<file path="src/design/lfn_pkg.sv">
// ----------------------------------------------------------------------------
// lfn_pkg
// Shared types and constants for the line-follow navigation core.
// ----------------------------------------------------------------------------
package lfn_pkg;

	// Navigation modes; codes six and seven are never entered.
	typedef enum logic [2:0] {
		MODE_START   = 3'd0,
		MODE_FOLLOW  = 3'd1,
		MODE_JFWD    = 3'd2,
		MODE_JTURN   = 3'd3,
		MODE_DEAD    = 3'd4,
		MODE_RECOVER = 3'd5
	} mode_t;

	// Configuration register indexes.
	localparam logic [2:0] CFG_JUNCTION_THR = 3'd0;
	localparam logic [2:0] CFG_DEAD_END_THR = 3'd1;
	localparam logic [2:0] CFG_LINE_DET_THR = 3'd2;
	localparam logic [2:0] CFG_MIN_TURN_MS  = 3'd3;
	localparam logic [2:0] CFG_MAX_TURN_MS  = 3'd4;
	localparam logic [2:0] CFG_CRUISE_SPEED = 3'd5;
	localparam logic [2:0] CFG_TOP_SPEED    = 3'd6;
	localparam logic [2:0] CFG_SPECIAL_SPD  = 3'd7;

	localparam int CfgIndexW = 3;
	localparam int CfgDataW  = 48;

	// Timing limits in milliseconds.
	localparam logic [31:0] START_MS     = 32'd2000;
	localparam logic [31:0] JFWD_MS      = 32'd200;
	localparam logic [31:0] MIN_HOLD_MS  = 32'd500;
	localparam logic [31:0] JTURN_MAX_MS = 32'd1500;

	// Fixed wheel speeds.
	localparam logic signed [8:0] SPD_LOST   = 9'sd30;
	localparam logic signed [8:0] SPD_SEARCH = 9'sd40;
	localparam logic signed [8:0] SPD_JFWD   = 9'sd45;

	// Error severity limits on |line_position| in Q8.
	localparam logic [12:0] SEV_EXTREME = 13'd844;
	localparam logic [12:0] SEV_VSHARP  = 13'd716;
	localparam logic [12:0] SEV_SHARP   = 13'd588;
	localparam logic [12:0] SEV_MOD     = 13'd384;

	localparam logic [7:0] MOD_BASE = 8'd58;
	localparam logic [7:0] GENTLE_BAND = 8'd28;
	localparam logic signed [10:0] EXT_LO   = -11'sd90;
	localparam logic signed [10:0] EXT_HI   = 11'sd120;
	localparam logic signed [10:0] VSH_LO   = -11'sd60;
	localparam logic signed [10:0] SHP_LO   = -11'sd30;
	localparam logic signed [10:0] WHEEL_MAX = 11'sd255;
	localparam logic signed [10:0] WHEEL_MIN = -11'sd255;

	typedef struct packed {
		logic [3:0]  junction_thr;
		logic [7:0]  dead_end_thr;
		logic [3:0]  line_det_thr;
		logic [15:0] min_turn_ms;
		logic [15:0] max_turn_ms;
		logic [7:0]  cruise_speed;
		logic [7:0]  top_speed;
		logic [47:0] special_speeds;
	} cfg_t;

	typedef struct packed {
		logic signed [15:0] steer_control;
		logic signed [11:0] line_position;
		logic [3:0]         black_count;
		logic [31:0]        now_ms;
	} item_t;

	typedef struct packed {
		mode_t              nav_mode;
		logic               pid_reset;
		logic signed [8:0]  right_speed;
		logic signed [8:0]  left_speed;
		logic               motor_update;
	} result_t;

	// Byte k of the packed special speed register.
	function automatic logic [7:0] spd_byte(input logic [47:0] spd, input int k);
		return spd[8*k +: 8];
	endfunction

endpackage

</file>
<file path="src/design/lfn_cfg.sv">
// ----------------------------------------------------------------------------
// lfn_cfg
// Configuration register file with its reset values.
// ----------------------------------------------------------------------------
module lfn_cfg
	import lfn_pkg::*;
(
	input  logic                 clk,
	input  logic                 arst_n,
	input  logic                 cfg_we,
	input  logic [CfgIndexW-1:0] cfg_index,
	input  logic [CfgDataW-1:0]  cfg_data,
	output cfg_t                 cfg
);

	cfg_t cfg_q;

	// Each register takes the low bits of the write data.
	always_ff @(posedge clk or negedge arst_n) begin
		if (!arst_n) begin
			cfg_q.junction_thr   <= 4'd4;
			cfg_q.dead_end_thr   <= 8'd20;
			cfg_q.line_det_thr   <= 4'd2;
			cfg_q.min_turn_ms    <= 16'd300;
			cfg_q.max_turn_ms    <= 16'd3000;
			cfg_q.cruise_speed   <= 8'd70;
			cfg_q.top_speed      <= 8'd150;
			cfg_q.special_speeds <= 48'd0;
		end else if (cfg_we) begin
			unique case (cfg_index)
				CFG_JUNCTION_THR: cfg_q.junction_thr   <= cfg_data[3:0];
				CFG_DEAD_END_THR: cfg_q.dead_end_thr   <= cfg_data[7:0];
				CFG_LINE_DET_THR: cfg_q.line_det_thr   <= cfg_data[3:0];
				CFG_MIN_TURN_MS:  cfg_q.min_turn_ms    <= cfg_data[15:0];
				CFG_MAX_TURN_MS:  cfg_q.max_turn_ms    <= cfg_data[15:0];
				CFG_CRUISE_SPEED: cfg_q.cruise_speed   <= cfg_data[7:0];
				CFG_TOP_SPEED:    cfg_q.top_speed      <= cfg_data[7:0];
				CFG_SPECIAL_SPD:  cfg_q.special_speeds <= cfg_data[47:0];
				default: ;
			endcase
		end
	end

	assign cfg = cfg_q;

endmodule

</file>
<file path="src/design/lfn_follow.sv">
// ----------------------------------------------------------------------------
// lfn_follow
// Wheel speeds while following: severity base speed, steering and clamps.
// ----------------------------------------------------------------------------
module lfn_follow
	import lfn_pkg::*;
(
	input  cfg_t                cfg,
	input  logic [3:0]          black_count,
	input  logic signed [11:0]  line_position,
	input  logic signed [15:0]  steer_control,
	output logic signed [8:0]   left_speed,
	output logic signed [8:0]   right_speed
);

	logic [12:0]        err_abs;
	logic               ext, vsh, shp, mdr;
	logic [7:0]         base;
	logic signed [10:0] lo, hi;
	logic signed [17:0] base_q8, ctl_ext, sum_l, sum_r;
	logic signed [10:0] whl_l, whl_r;

	// Truncating divide by 256, then severity clamp, then the wheel range.
	function automatic logic signed [8:0] wheel(input logic signed [17:0] v,
			input logic signed [10:0] lo_v, input logic signed [10:0] hi_v);
		logic signed [10:0] q;
		logic signed [10:0] c;
		q = {v[17], v[17:8]} + $signed({10'd0, v[17] & (|v[7:0])});
		c = (q < lo_v) ? lo_v : ((q > hi_v) ? hi_v : q);
		c = (c < WHEEL_MIN) ? WHEEL_MIN : ((c > WHEEL_MAX) ? WHEEL_MAX : c);
		return c[8:0];
	endfunction

	// Severity of the line error.
	always_comb begin
		err_abs = line_position[11] ? 13'(-$signed({line_position[11], line_position}))
			: {1'b0, line_position};
		ext = (err_abs > SEV_EXTREME) && (black_count == 4'd1);
		vsh = (err_abs > SEV_VSHARP) && (black_count <= 4'd2);
		shp = err_abs > SEV_SHARP;
		mdr = err_abs > SEV_MOD;
	end

	// Base speed and clamp window for that severity.
	always_comb begin
		if (ext) begin
			base = spd_byte(cfg.special_speeds, 3);
			lo = EXT_LO;
			hi = EXT_HI;
		end else if (vsh) begin
			base = spd_byte(cfg.special_speeds, 4);
			lo = VSH_LO;
			hi = $signed({3'b000, cfg.top_speed});
		end else if (shp) begin
			base = spd_byte(cfg.special_speeds, 5);
			lo = SHP_LO;
			hi = $signed({3'b000, cfg.top_speed});
		end else if (mdr) begin
			base = MOD_BASE;
			lo = '0;
			hi = $signed({3'b000, cfg.top_speed});
		end else begin
			base = cfg.cruise_speed;
			lo = $signed({3'b000, cfg.cruise_speed}) - $signed({3'b000, GENTLE_BAND});
			hi = $signed({3'b000, cfg.cruise_speed}) + $signed({3'b000, GENTLE_BAND});
		end
	end

	// Steering around the base speed.
	always_comb begin
		base_q8 = $signed({2'b00, base, 8'h00});
		ctl_ext = {{2{steer_control[15]}}, steer_control};
		sum_l = base_q8 - ctl_ext;
		sum_r = base_q8 + ctl_ext;
		whl_l = 11'(wheel(sum_l, lo, hi));
		whl_r = 11'(wheel(sum_r, lo, hi));
		left_speed = whl_l[8:0];
		right_speed = whl_r[8:0];
	end

endmodule

</file>
<file path="src/design/lfn_nav.sv">
// ----------------------------------------------------------------------------
// lfn_nav
// Navigation state machine: mode, entry time, lost-line count and flags.
// ----------------------------------------------------------------------------
module lfn_nav
	import lfn_pkg::*;
(
	input  logic    clk,
	input  logic    arst_n,
	input  logic    step,
	input  cfg_t    cfg,
	input  item_t   item,
	output result_t res
);

	mode_t       mode_q, mode_d;
	logic [31:0] entry_q, entry_d;
	logic [7:0]  lost_q, lost_d;
	logic        had_q, had_d;
	logic        jseen_q, jseen_d;

	logic [31:0] elapsed;
	logic        on_line, jct_enter, blk_zero, blk_part;
	logic [7:0]  lost_p;
	logic        had_p, jseen_p;
	logic        rec_done;
	logic [7:0]  b_start, b_jturn, b_recov;
	logic signed [8:0] fl_l, fl_r;

	lfn_follow u_follow (
		.cfg           (cfg),
		.black_count   (item.black_count),
		.line_position (item.line_position),
		.steer_control (item.steer_control),
		.left_speed    (fl_l),
		.right_speed   (fl_r)
	);

	// Common terms and the line bookkeeping done while following.
	always_comb begin
		elapsed = item.now_ms - entry_q;
		on_line = (item.black_count >= 4'd2) && (item.black_count < cfg.junction_thr);
		blk_zero = item.black_count == 4'd0;
		blk_part = !blk_zero && (item.black_count < cfg.junction_thr);
		jct_enter = (mode_q == MODE_FOLLOW) && (item.black_count >= cfg.junction_thr)
			&& !jseen_q;
		rec_done = ((elapsed > {16'd0, cfg.min_turn_ms})
			&& (item.black_count >= cfg.line_det_thr))
			|| (elapsed > {16'd0, cfg.max_turn_ms});
		b_start = spd_byte(cfg.special_speeds, 0);
		b_jturn = spd_byte(cfg.special_speeds, 1);
		b_recov = spd_byte(cfg.special_speeds, 2);
		lost_p = lost_q;
		had_p = had_q;
		jseen_p = jseen_q;
		if (mode_q == MODE_FOLLOW) begin
			if (on_line) begin
				had_p = 1'b1;
				lost_p = '0;
				jseen_p = 1'b0;
			end else if (blk_zero && had_q && (lost_q != 8'hFF)) begin
				lost_p = lost_q + 8'd1;
			end
		end
	end

	// Next state.
	always_comb begin
		mode_d = mode_q;
		entry_d = entry_q;
		lost_d = lost_p;
		had_d = had_p;
		jseen_d = jseen_p;
		if (jct_enter) begin
			mode_d = MODE_JFWD;
			entry_d = item.now_ms;
			jseen_d = 1'b1;
			lost_d = '0;
			had_d = had_q;
		end else begin
			unique case (mode_q)
				MODE_START: begin
					if (elapsed >= START_MS) begin
						mode_d = MODE_FOLLOW;
						had_d = 1'b0;
						lost_d = '0;
					end
				end
				MODE_FOLLOW: begin
					if (blk_zero && had_p && !jseen_p) begin
						if (lost_p >= cfg.dead_end_thr) begin
							mode_d = MODE_DEAD;
							entry_d = item.now_ms;
						end
					end else if (blk_part) begin
						lost_d = '0;
					end
				end
				MODE_JFWD: begin
					if (elapsed >= JFWD_MS) begin
						mode_d = MODE_JTURN;
						entry_d = item.now_ms;
					end
				end
				MODE_JTURN: begin
					if ((elapsed >= MIN_HOLD_MS) && on_line) begin
						mode_d = MODE_FOLLOW;
						had_d = 1'b1;
						lost_d = '0;
						jseen_d = 1'b0;
					end else if (elapsed > JTURN_MAX_MS) begin
						mode_d = MODE_FOLLOW;
						had_d = 1'b0;
						jseen_d = 1'b0;
					end
				end
				MODE_DEAD: begin
					if (elapsed >= MIN_HOLD_MS) begin
						mode_d = MODE_RECOVER;
						entry_d = item.now_ms;
					end
				end
				MODE_RECOVER: begin
					if (rec_done) begin
						mode_d = MODE_FOLLOW;
						had_d = 1'b1;
						lost_d = '0;
					end
				end
				default: ;
			endcase
		end
	end

	// Wheel commands and the PID clear pulse.
	always_comb begin
		res = '0;
		res.nav_mode = mode_d;
		if (!jct_enter) begin
			unique case (mode_q)
				MODE_START: begin
					if (elapsed < START_MS) begin
						res.motor_update = 1'b1;
						res.left_speed = $signed({1'b0, b_start});
						res.right_speed = $signed({1'b0, b_start});
					end
				end
				MODE_FOLLOW: begin
					if (blk_zero && had_p && !jseen_p) begin
						res.motor_update = 1'b1;
						if (lost_p < cfg.dead_end_thr) begin
							res.left_speed = SPD_LOST;
							res.right_speed = SPD_LOST;
						end
					end else if (blk_part) begin
						res.motor_update = 1'b1;
						res.left_speed = fl_l;
						res.right_speed = fl_r;
					end else if (blk_zero) begin
						res.motor_update = 1'b1;
						res.left_speed = SPD_SEARCH;
						res.right_speed = SPD_SEARCH;
					end
				end
				MODE_JFWD: begin
					if (elapsed < JFWD_MS) begin
						res.motor_update = 1'b1;
						res.left_speed = SPD_JFWD;
						res.right_speed = SPD_JFWD;
					end else begin
						res.pid_reset = 1'b1;
					end
				end
				MODE_JTURN: begin
					if (!((elapsed >= MIN_HOLD_MS) && on_line) && !(elapsed > JTURN_MAX_MS))
					begin
						res.motor_update = 1'b1;
						res.left_speed = 9'sd0 - $signed({1'b0, b_jturn});
						res.right_speed = $signed({1'b0, b_jturn});
					end
				end
				MODE_DEAD: begin
					res.motor_update = 1'b1;
					res.pid_reset = elapsed >= MIN_HOLD_MS;
				end
				MODE_RECOVER: begin
					if (!rec_done) begin
						res.motor_update = 1'b1;
						res.left_speed = 9'sd0 - $signed({1'b0, b_recov});
						res.right_speed = $signed({1'b0, b_recov});
					end
				end
				default: ;
			endcase
		end
	end

	// State registers advance once per item.
	always_ff @(posedge clk or negedge arst_n) begin
		if (!arst_n) begin
			mode_q <= MODE_START;
			entry_q <= '0;
			lost_q <= '0;
			had_q <= 1'b0;
			jseen_q <= 1'b0;
		end else if (step) begin
			mode_q <= mode_d;
			entry_q <= entry_d;
			lost_q <= lost_d;
			had_q <= had_d;
			jseen_q <= jseen_d;
		end
	end

endmodule

</file>
<file path="src/design/line_follow_navigation_fsm_core.sv">
// ----------------------------------------------------------------------------
// line_follow_navigation_fsm_core
// Line-follow navigation machine, one control tick in, one command out.
// ----------------------------------------------------------------------------
// Each request on the slave stream is one control tick: timestamp, black
// sensor count, line position and the external PID output. Each tick gives
// exactly one request on the master stream with the wheel commands, the
// update flag, the PID clear pulse and the mode after the tick.
// A tick is held in an input register; the navigation logic works on it
// combinationally and its result is written to the output register while the
// machine state advances. m_tvalid rises when the result is registered in
// the output register, which takes it once that register is free, and one
// tick can be accepted every cycle while the receiver takes each result.
// When the receiver stalls, the output register holds its result and the
// input register takes one more tick; after that s_tready falls until the
// result is taken.
// Reset clears both registers' valid flags, puts the machine in startup mode
// with a zero entry time and loads the configuration defaults. The user must
// write configuration via cfg_we, cfg_index, cfg_data only in idle; unchecked.
// ----------------------------------------------------------------------------
module line_follow_navigation_fsm_core
	import lfn_pkg::*;
(
	input  logic                 clk,
	input  logic                 arst_n,
	input  logic                 s_tvalid,
	output logic                 s_tready,
	// now_ms[31:0], black_count[35:32], line_position[47:36], steer_control[63:48]
	input  logic [63:0]          s_tdata,
	output logic                 m_tvalid,
	input  logic                 m_tready,
	// motor_update[0], left_speed[9:1], right_speed[18:10], pid_reset[19],
	// nav_mode[22:20], zero pad[23]
	output logic [23:0]          m_tdata,
	input  logic                 cfg_we,
	input  logic [CfgIndexW-1:0] cfg_index,
	input  logic [CfgDataW-1:0]  cfg_data
);

	cfg_t    cfg;
	item_t   item_s1;
	logic    valid_s1;
	result_t res;
	result_t res_q;
	logic    valid_q;
	logic    advance;

	lfn_cfg u_cfg (
		.clk       (clk),
		.arst_n    (arst_n),
		.cfg_we    (cfg_we),
		.cfg_index (cfg_index),
		.cfg_data  (cfg_data),
		.cfg       (cfg)
	);

	lfn_nav u_nav (
		.clk    (clk),
		.arst_n (arst_n),
		.step   (advance),
		.cfg    (cfg),
		.item   (item_s1),
		.res    (res)
	);

	// The held tick moves on whenever the output register is free.
	assign advance = valid_s1 && (!valid_q || m_tready);
	assign s_tready = !valid_s1 || advance;

	// Input register.
	always_ff @(posedge clk or negedge arst_n) begin
		if (!arst_n) begin
			valid_s1 <= 1'b0;
		end else if (s_tready) begin
			valid_s1 <= s_tvalid;
		end
	end

	always_ff @(posedge clk) begin
		if (s_tready && s_tvalid) begin
			item_s1 <= s_tdata;
		end
	end

	// Output register.
	always_ff @(posedge clk or negedge arst_n) begin
		if (!arst_n) begin
			valid_q <= 1'b0;
		end else if (advance) begin
			valid_q <= 1'b1;
		end else if (m_tready) begin
			valid_q <= 1'b0;
		end
	end

	always_ff @(posedge clk) begin
		if (advance) begin
			res_q <= res;
		end
	end

	assign m_tvalid = valid_q;
	assign m_tdata = {1'b0, res_q};

endmodule
</file>
<file path="config.mk">
export PLATFORM = sky130hd
export DESIGN_NAME = line_follow_navigation_fsm_core
export DESIGN_NICKNAME = d
export VERILOG_FILES = /design/src/design/lfn_pkg.sv /design/src/design/lfn_cfg.sv /design/src/design/lfn_follow.sv /design/src/design/lfn_nav.sv /design/src/design/line_follow_navigation_fsm_core.sv
export SDC_FILE = /design/constraint.sdc
export NUM_CORES = 1
export LEC_CHECK = 0
export ABC_CLOCK_PERIOD_IN_PS = 9250
export BUFFER_PORTS_ARGS = -buffer_cell sky130_fd_sc_hd__buf_2
export CAP_MARGIN = 15
export CORE_ASPECT_RATIO = 0.7
export CORE_MARGIN = 2
export CORE_UTILIZATION = 55
export CTS_CLUSTER_DIAMETER = 150
export DETAILED_ROUTE_END_ITERATION = 8
export PLACE_DENSITY_LB_ADDON = 0.1
export SETUP_SLACK_MARGIN = 0.5
export SYNTH_ARGS = -nofsm -noshare
export SYNTH_HDL_FRONTEND = slang
export SYNTH_SLANG_ARGS = --single-unit
</file>
<file path="constraint.sdc">
create_clock -name clk -period 9.25 [get_ports clk]
set_input_delay 1.3875 -clock clk [delete_from_list [all_inputs] [get_ports clk]]
set_output_delay 1.3875 -clock clk [all_outputs]
set_load 0.1 [all_outputs]
</file>
==> metrics.yaml <==
placement:
  preCtsSetupSlack_ps: -148
  io_buffers: 144
  hpwl_mm: 37.3
  dpl_cell_area_um2: 18300
  place.gp.congestion: 0.989
detailed_routing:
  ant_nets: 0
  viasPerCell: 6.06
  drt_drc_violations_left: 0
  drt_iter0_drc: 1341
  finalWirelength_mm: 49.6
  first_pass_iters: 5
  detail_route.wl_per_cell_um: 21.0
  vias: 14295
cells_and_area:
  area_growth_pct: 18.7
  design_area_um2: 20200
  nNetsFinal: 2191
  fin_util: 0.668
  drive_gt1_frac: 0.279
clock_network:
  max-clock-path-buffers: 3
  clk_pin_slew_ps: 70
  cts_root_buffer: "clkbuf_16"
  cts_hold_buf: 0
  numCtsBuffers: 27
  cts.sink_count: 246
  worstSkewPairLatency_ps: 580
  cts_tree: "built"
  h-tree-depth: 1
yosys:
  synth-main-ff-cell: "dfrtp_1"
  yosys_register_bits: 246
  synth_top_family_by_area: "compound AO/OA/AOI/OAI gates"
  synth_mux_area_frac: 0.0889
  synth-compound-area-share: 0.173
  syn_nets: 1995
  async_flop_share: 0.646
  synthDistinctLibCells: 98
  synth-simple-area-share: 0.152
  netlist_area_um2: 17000
  synth.avg_cell_area_um2: 9.84
  ys_seq_area_frac: 0.390
  synth_warnings: 0
  synth-edff-count: 87
  synth_xor_area_frac: 0.0407
  syn_inst: 1727
  synth_adder_area_share: 0.110
die:
  ioPinCount: 146
  die_width_um: 214
  start_util: 0.563
  die_h_um: 151
  die-area_um2: 32300
  core_um2: 30200
  rows: 53
worst_setup_path:
  startpoint: "item_s1[36]"
  r2r-end: "m_tdata[12]"
  crit_required_ps: 9550
  reg2reg_slack_ps: 740
  reg2regPathDepth: 38
  start_kind: "register"
  worstSetupPathType: "register to register"
  slowest_delay_ps: 490
  crit_path_end_kind: "register"
  r2r_start: "item_s1[36]"
  cp_max_fo: 13
  arrival_ps: 8810
  critical_path.most_common_cell: "nor3_2"
  crit_path_top_delay_cell: "or4_4"
  cp-endpoint: "m_tdata[12]"
timing:
  rsz0062_at_grt: "no"
  worst_pin_slew_ps: 1210
  fin_crit_sh: 0.920
  slew_viol_final: 0
  final-setup-viol-count: 0
  fin_ws_ps: 740
  tns_ps: 0
  slew_headroom: 0.192
  clock-skew-final_ps: 18.3
  fmax_mhz: 118
  final_hold_viol_count: 0
  fin_crit_ps: 8510
grt:
  grt_usage: 0.300
  grt.overflow.total: 0
  antenna_found_initial: 1
  grt_pass1_wl_mm: 75.2
  grt_start_max_net_pins: 85
  grt_pass1_vias: 13227
power:
  power_density_nw_per_um2: 313
  leakage_nw: 8.74
  ir_drop_mv: 0.235
run_status:
  outcome: "finished, final reports clean"
flow_run:
  maxCapViolCount: 0
min_path:
  hp-class: "register to register"
==> cell usage in the layout (no fill, tap or decap), drive strengths merged, types with 17 or more instances in the layout <==
cell      n
buf     228
ha      146
nand2   139
dfrtp   137
inv     135
mux2    120
nor2    106
a21oi   103
o21ai   103
edfxtp   87
xnor2    42
nor3     40
xor2     37
nand4    29
clkbuf   29
a21o     28
nor2b    26
nand2b   25
a211oi   23
dfstp    22
nand3    20
and3     18
mux2i    17
==> worst min-delay path by stage <==
stage / from / to / slack [ps] / cells past startpoint
finish: u_nav.entry_q[0] / u_nav.entry_q[0] / 500 / 2
global route: u_nav.entry_q[29] / u_nav.entry_q[29] / 520 / 1
CTS: u_nav.entry_q[0] / u_nav.entry_q[0] / 500 / 2
detailed placement: u_nav.entry_q[0] / u_nav.entry_q[0] / 480 / 2
global placement: u_nav.entry_q[0] / u_nav.entry_q[0] / 470 / 2
floorplan: u_nav.entry_q[0] / u_nav.entry_q[0] / 450 / 2
==> synth_stat cells (13+ instances only) <==
master    count  area share
a211oi_1     19      0.0084
a21o_1       28       0.012
a21oi_1     103       0.030
a31oi_1      15      0.0055
and2_1       14      0.0052
and3_1       18      0.0066
buf_2        14      0.0041
clkbuf_1     39      0.0086
dfrtp_1     137        0.20
dfstp_2      22       0.034
edfxtp_1     87        0.15
ha_1        146        0.11
inv_1       131       0.029
mux2_2      119       0.079
mux2i_1      17       0.010
nand2_1     138       0.030
nand2b_1     25      0.0092
nand3_1      20      0.0059
nand4_1      29       0.011
nor2_1      103       0.023
nor2b_1      26      0.0096
nor3_1       35       0.010
nor4_1       14      0.0052
o21a_1       15      0.0066
o21ai_0      94       0.028
o31ai_1      13      0.0057
xnor2_1      42       0.022
xor2_1       37       0.019
==> registers in the layout, indices dropped and copies added, names as in the netlist <==
signal and count:
valid_s1 1, u_cfg.cfg 112, item_s1 64, m_tvalid 1, u_nav.jseen_q 1, u_nav.mode_q 3
u_nav.had_q 1, u_nav.lost_q 8, m_tdata 23, u_nav.entry_q 32
==> logic make-up after synthesis <==
| logic type | count (synthesis) |
|---|---|
| other | 1 |
| muxes | 136 |
| xor gates and xnor gates | 79 |
| and+or+nand+nor | 495 |
| adders and majority gates | 148 |
| AOI/OAI and AO/OA | 428 |
| DFF | 246 |
| buffers and inverters | 194 |
==> power breakdown <==
part,total [W],internal (W),switching [W]
clock network,0.00122,0.000719,0.000497
registers,0.00158,0.00140,0.000179
logic,0.00352,0.00140,0.00211
total,0.00632,0.00352,0.00279
==> critical path: cells and delay by family, from the launching register on <==
family / cells / cell delay [ps]
multiplexers: 1 / 250
buffers and inverters: 4 / 480
AO/OA/AOI/OAI: 9 / 2060
flip-flops: 1 / 410
adder cells (fa/ha/maj): 5 / 1060
AND/OR/NAND/NOR: 17 / 3710
XOR/XNOR: 2 / 250
==> final cells by class <==
type,count,area (um^2)
timing repair buffer,228,1370
tap,412,515
antenna,1,2.50
clock buffer,29,726
fill,2436,10000
inverter,132,500
clock inverter,21,282
multi-input combinational,1288,10200
sequential,246,6620
==> metrics by stage <==
stage / hold slack [ps] / total power (W) / std cells
after global routing: 516 / 0.00674 / 2357
after global placement: 472 / 0.00472 / 2266
after detailed placement: 485 / 0.00477 / 2266
after CTS: 500 / 0.00608 / 2330
after floorplan: 453 / 0.00393 / 1727
final: 495 / 0.00632 / 2357
==> routing by layer <==
metal	GRT usage	wire, um	vias to the layer above	part of all wire
met5	0	0	-	0
met3	0.0787	4860	51	0.098
met4	0.0465	667	0	0.013
li1	-	-	6746	-
met2	0.392	18900	557	0.38
met1	0.488	25200	6941	0.51
==> repair_timing <==
action,in CTS,in global routing
gates cloned,0,2
endpoints found under the setup margin,18,18
gates resized for setup,34,71
pin swaps,14,38
buffers inserted,14,24
(Power assumes the default switching activity.)
